## src/rtl/mbrg_pkg.sv

```systemverilog
// Package for the Margolus block-rotation grid: sizes, command codes and
// the controller/datapath command and status types. No dependencies.
`timescale 1ns / 1ps

package mbrg_pkg;

	// Grid geometry; rows and columns must both be even.
	localparam int ROWS      = 64;
	localparam int COLS      = 64;
	localparam int CELL_BITS = 16;

	localparam int ROW_AW    = (ROWS > 1) ? $clog2(ROWS) : 1;
	localparam int COL_AW    = (COLS > 1) ? $clog2(COLS) : 1;
	localparam int ROW_BITS  = COLS * CELL_BITS;
	localparam int MASK_BITS = 32;

	// Word field widths
	localparam int CMD_W   = 2;
	localparam int IDX_W   = 6;
	localparam int VALUE_W = 16;

	localparam logic [CMD_W-1:0] CMD_WRITE  = 2'd0;
	localparam logic [CMD_W-1:0] CMD_READ   = 2'd1;
	localparam logic [CMD_W-1:0] CMD_ROTATE = 2'd2;

	typedef logic [CELL_BITS-1:0]          cell_t;
	typedef logic [COLS-1:0][CELL_BITS-1:0] row_t;
	typedef logic [ROW_AW-1:0]             row_addr_t;

	// Controller to datapath
	typedef struct packed {
		logic      load_in;
		logic      rd_en;
		logic      rd_bot;
		logic      cap_top;
		logic      cap_bot;
		logic      wr_en;
		logic      wr_bot;
		logic      clear;
		row_addr_t clr_addr;
		logic      load_out;
	} dp_cmd_t;

	// Datapath to controller
	typedef struct packed {
		logic wr_top_ok;
		logic wr_bot_ok;
	} dp_stat_t;

endpackage

```

## src/rtl/mbrg_ctrl.sv

```systemverilog
// Controller: clearing pass after reset, per-word read/modify/write
// sequence and result valid. Depends on mbrg_pkg.
`timescale 1ns / 1ps

module mbrg_ctrl (
	input  logic               clk,
	input  logic               arst_n,
	input  logic               in_valid,
	output logic               in_ready,
	output logic               out_valid,
	input  logic               out_ready,
	output mbrg_pkg::dp_cmd_t  cmd,
	input  mbrg_pkg::dp_stat_t stat
);

	typedef enum logic [6:0] {
		S_CLEAR = 7'b0000001,
		S_IDLE  = 7'b0000010,
		S_RD_A  = 7'b0000100,
		S_RD_B  = 7'b0001000,
		S_CAP   = 7'b0010000,
		S_WR_A  = 7'b0100000,
		S_WR_B  = 7'b1000000
	} state_t;

	// S_DONE folded: result hand-off happens in S_WR_B's successor check
	typedef enum logic [1:0] {
		O_WORK = 2'b01,
		O_DONE = 2'b10
	} done_t;

	state_t              state_q, state_d;
	done_t               done_q, done_d;
	mbrg_pkg::row_addr_t clr_q;
	logic                out_valid_q;
	logic                accept, out_free;

	assign in_ready = (state_q == S_IDLE) && (done_q == O_WORK);
	assign accept   = in_valid && in_ready;
	assign out_free = !out_valid_q || out_ready;
	assign out_valid = out_valid_q;

	always_comb begin
		state_d = state_q;
		done_d  = done_q;
		cmd     = '0;
		cmd.clr_addr = clr_q;
		unique case (state_q)
			S_CLEAR: begin
				cmd.clear = 1'b1;
				cmd.wr_en = 1'b1;
				if (clr_q == mbrg_pkg::ROW_AW'(mbrg_pkg::ROWS - 1)) begin
					state_d = S_IDLE;
				end
			end
			S_IDLE: begin
				// Hand over the finished word, then take the next one
				if (done_q == O_DONE) begin
					if (out_free) begin
						cmd.load_out = 1'b1;
						done_d = O_WORK;
					end
				end else if (accept) begin
					cmd.load_in = 1'b1;
					state_d = S_RD_A;
				end
			end
			S_RD_A: begin
				cmd.rd_en = 1'b1;
				state_d = S_RD_B;
			end
			S_RD_B: begin
				cmd.cap_top = 1'b1;
				cmd.rd_en   = 1'b1;
				cmd.rd_bot  = 1'b1;
				state_d = S_CAP;
			end
			S_CAP: begin
				cmd.cap_bot = 1'b1;
				state_d = S_WR_A;
			end
			S_WR_A: begin
				cmd.wr_en = stat.wr_top_ok;
				state_d = S_WR_B;
			end
			S_WR_B: begin
				cmd.wr_en  = stat.wr_bot_ok;
				cmd.wr_bot = 1'b1;
				state_d = S_IDLE;
				done_d  = O_DONE;
			end
			default: begin
				state_d = S_CLEAR;
			end
		endcase
	end

	always_ff @(posedge clk or negedge arst_n) begin
		if (!arst_n) begin
			state_q     <= S_CLEAR;
			done_q      <= O_WORK;
			clr_q       <= '0;
			out_valid_q <= 1'b0;
		end else begin
			state_q <= state_d;
			done_q  <= done_d;
			if (state_q == S_CLEAR) begin
				clr_q <= clr_q + mbrg_pkg::ROW_AW'(1);
			end
			if (cmd.load_out) begin
				out_valid_q <= 1'b1;
			end else if (out_ready) begin
				out_valid_q <= 1'b0;
			end
		end
	end

	a_load_out_free: assert property (@(posedge clk) disable iff (!arst_n)
		cmd.load_out |-> out_free)
		else $error("result loaded over an untaken word");

	a_accept_reads: assert property (@(posedge clk) disable iff (!arst_n)
		accept |=> state_q == S_RD_A)
		else $error("accepted word did not start its row read");

	a_write_states: assert property (@(posedge clk) disable iff (!arst_n)
		cmd.wr_en |-> (state_q == S_CLEAR || state_q == S_WR_A || state_q == S_WR_B))
		else $error("grid write outside a write step");

	a_clear_ends: assert property (@(posedge clk) disable iff (!arst_n)
		(state_q == S_CLEAR && clr_q == mbrg_pkg::ROW_AW'(mbrg_pkg::ROWS - 1))
		|=> (state_q == S_IDLE && clr_q == '0))
		else $error("clearing pass did not finish cleanly");

endmodule

```

## config.mk

```make
export PLATFORM = sky130hd
export DESIGN_NAME = mbrg_ctrl
export DESIGN_NICKNAME = d
export VERILOG_FILES = /design/src/rtl/mbrg_pkg.sv /design/src/rtl/mbrg_ctrl.sv
export SDC_FILE = /design/constraint.sdc
export NUM_CORES = 1
export LEC_CHECK = 0
export BUFFER_PORTS_ARGS = -buffer_cell sky130_fd_sc_hd__buf_2
export CAP_MARGIN = 30
export CELL_PAD_IN_SITES_DETAIL_PLACEMENT = 0
export CELL_PAD_IN_SITES_GLOBAL_PLACEMENT = 1
export CORE_MARGIN = 2
export CORE_UTILIZATION = 34
export DETAILED_ROUTE_END_ITERATION = 10
export PLACE_DENSITY_LB_ADDON = 0.1
export SYNTH_ARGS = -nofsm -noshare
export SYNTH_HDL_FRONTEND = slang
export SYNTH_SLANG_ARGS = --single-unit
```

## constraint.sdc

```tcl
create_clock -name clk -period 1.51 [get_ports clk]
set_input_delay 0.151 -clock clk [delete_from_list [all_inputs] [get_ports clk]]
set_output_delay 0.151 -clock clk [all_outputs]
set_load 0.02 [all_outputs]
```

==> results.json <==
{
  "outcome": "complete, but fails checks",
  "violations": "setup timing",
  "fmax_mhz": 557,
  "grt_first_pass_wirelength_mm": 3.09,
  "pin_count": 23,
  "area_growth_pct": 60.6,
  "finalSetupViolCount": 18,
  "power_w": 0.000735,
  "worst-path-max-fanout": 4,
  "setup_tns_ns": -2.51,
  "io_buffers": 22,
  "drc_errors": 0,
  "ys_ff_latch": 16,
  "min_path_type": "in2reg",
  "synth_edf_count": 0,
  "clock_latency_ns": 0.29,
  "netlist_instances": 80,
  "grt_pass1_vias": 698,
  "nets": 131,
  "synth_cell_types": 26,
  "rsz0062_at_grt": "true",
  "start_util_pct": 36.4,
  "routed_via_density": 4.79,
  "avgSynthCellArea_um2": 10.2,
  "clock_path_buffers": 2,
  "async_flop_share_pct": 100,
  "maxSlewHeadroom_pct": 75.5,
  "synth_common_cells": "dfrtp_1 (14), nor2_1 (14), nand2b_1 (7)",
  "fin_crit_sh_pct": 119,
  "drt_iter0_markers": 4,
  "ant_nets": 0,
  "finalHoldViolCount": 0,
  "crit_required_ns": 1.36,
  "startpoint_type": "flop",
  "use_met3_pct": 5.93,
  "num_antenna_cells": 0,
  "grt_overflow": 0,
  "leakage_nw": 0.619,
  "fp.dieH_um": 52.9,
  "root_buffer": "clkbuf_4",
  "routed_wl_mm": 1.91,
  "drtPass1Iterations": 6,
  "synth_top_area_share_pct": 43.1,
  "globalRouteMet1Util_pct": 18.3,
  "cp.arrival_ns": 1.64,
  "cts-buffers-inserted": 3,
  "syn_nets": 87,
  "finalCriticalPeriod_ns": 1.79,
  "powerDensity_mw_per_mm2": 564,
  "htreeDepth": 1,
  "synth_top_cell_by_area": "dfrtp_1",
  "place_congestion": 0.758,
  "die_w_um": 52.9,
  "finalMaxSlewViolations": 0,
  "vias": 724,
  "cap_violations": 0,
  "path_class": "reg2out",
  "yosys_most_used_dff": "dfrtp_1",
  "worstMarginPinSlew_ns": 0.368,
  "yosys_warnings": 0,
  "dp_hpwl_mm": 1.25,
  "cts_tree": "done",
  "skew_ns": 0.00546,
  "clkSinkCount": 16,
  "peakVddDrop_mv": 0.603,
  "yosysSeqAreaShare_pct": 49.6,
  "busiest_layer": "met2",
  "clk_pin_slew_worst_paths_ns": 0.10,
  "met2_usage_pct": 26.5,
  "fin_ws_ns": -0.284,
  "grtUsageTotal_pct": 15.5,
  "grt_max_degree": 17,
  "drive_gt1_share_pct": 56.1,
  "wl_per_cell_um": 12.7,
  "ys_top_cells_by_area": "dfrtp_1 (43%), dfstp_2 (6.5%), nor2_1 (6.5%), nand2b_1 (5.4%), xnor2_1 (5.4%)",
  "antenna_found_initial": 0,
  "cp-end-kind": "output pin",
  "syn_area_um2": 812,
  "die_area_mm2": 0.00280,
  "fp-row-count": 17,
  "core_area_mm2": 0.00223
}
[state kept, by name, summed over array words and instances, names as in the netlist]
register,count
clr_q,6
done_q,2
out_valid,1
state_q,7
[metal layers]
layer | share of wire (%) | up-vias
li1 | - | 360
met1 | 43 | 345
met2 | 50 | 17
met3 | 5.5 | 2
met4 | 0.89 | 0
met5 | 0 | -
[logic make-up after synthesis]
family          synth area share [%]
flops                           49.6
mux                             1.39
xor+xnor                        6.47
simple gates                    30.5
compound gates                  7.55
buf+inv                         2.93
fa+ha+maj                       1.54
[cell type report]
cell class                      instances  area (um2)
Timing Repair Buffer                   42         330
Tap cell                               28        35.0
Fill cell                             199         930
Clock buffer                            4        36.3
Sequential cell                        16         403
Multi-Input combinational cell         60         493
Inverter                                1        6.26
[cell usage in the layout, fill, tap and decap left out, drive strengths merged]
master and count:
nand2b 7, nor3b 4, ha 1, a21oi 3, buf 41, nand4 3, dfstp 2, nor2b 1
dfrtp 14, nor2 14, nor4 2, mux2 1, or2b 1, o21a 1, nand2 4, clkbuf 4
xnor2 5, and3 3, o21ai 4, nand3b 1, inv 1, dlygate4sd3 1, nor3 2, xor2 1
a221o 1, a311oi 1
[power breakdown]
part	internal [W]	total (W)	leakage, nW	switching (W)
sequential	0.000428	0.000428	0.211	0.0000000000000000000461
combinational	0.00000652	0.0000161	0.387	0.00000956
clock	0.000147	0.000291	0.0210	0.000143
total	0.000582	0.000735	0.619	0.000153
[final timing paths]
kind / from / to / slack [ns] / cells past startpoint
worst max-delay path: state_q[5] / cmd[9] / -0.28 / 6
worst min-delay path: out_ready / out_valid / 0.24 / 3
worst max register to register: state_q[5] / clr_q[1] / -0.14 / 6
worst min register to register: clr_q[5] / clr_q[5] / 0.50 / 1
max in group asynchronous: arst_n / done_q[0] / 0.91 / 2
min in group asynchronous: arst_n / state_q[6] / 0.29 / 2
[timing repair]
action | in CTS | in global routing
endpoints found under the hold margin | 14 | 0
setup endpoints to repair | 10 | 21
pin swaps | 8 | 9
resized for setup | 22 | 22
setup buffers | 7 | 5
hold buffers | 1 | 0
[stage by stage]
stage	utilization (%)	instances	setup slack (ns)	hold slack (ns)	area [um2]
6_report	58.4	151	-0.284	0.237	1300
5_1_grt	58.4	151	-0.386	0.266	1300
4_1_cts	54.1	148	-0.270	0.156	1210
3_5_place_dp	46.2	136	0.0165	0.0931	1030
3_3_place_gp	46.2	136	0.0435	0.0890	1030
2_1_floorplan	-	80	-0.0535	-0.145	826
[worst max-delay path, cell delays in order (launching register included)]
cell,delay (ns)
dfrtp_1,0.43
nor3_4,0.23
nand2_2,0.11
nor3_4,0.22
buf_12,0.13
a221o_1,0.11
buf_6,0.12
Note: power is estimated with default switching activity, not from simulation.
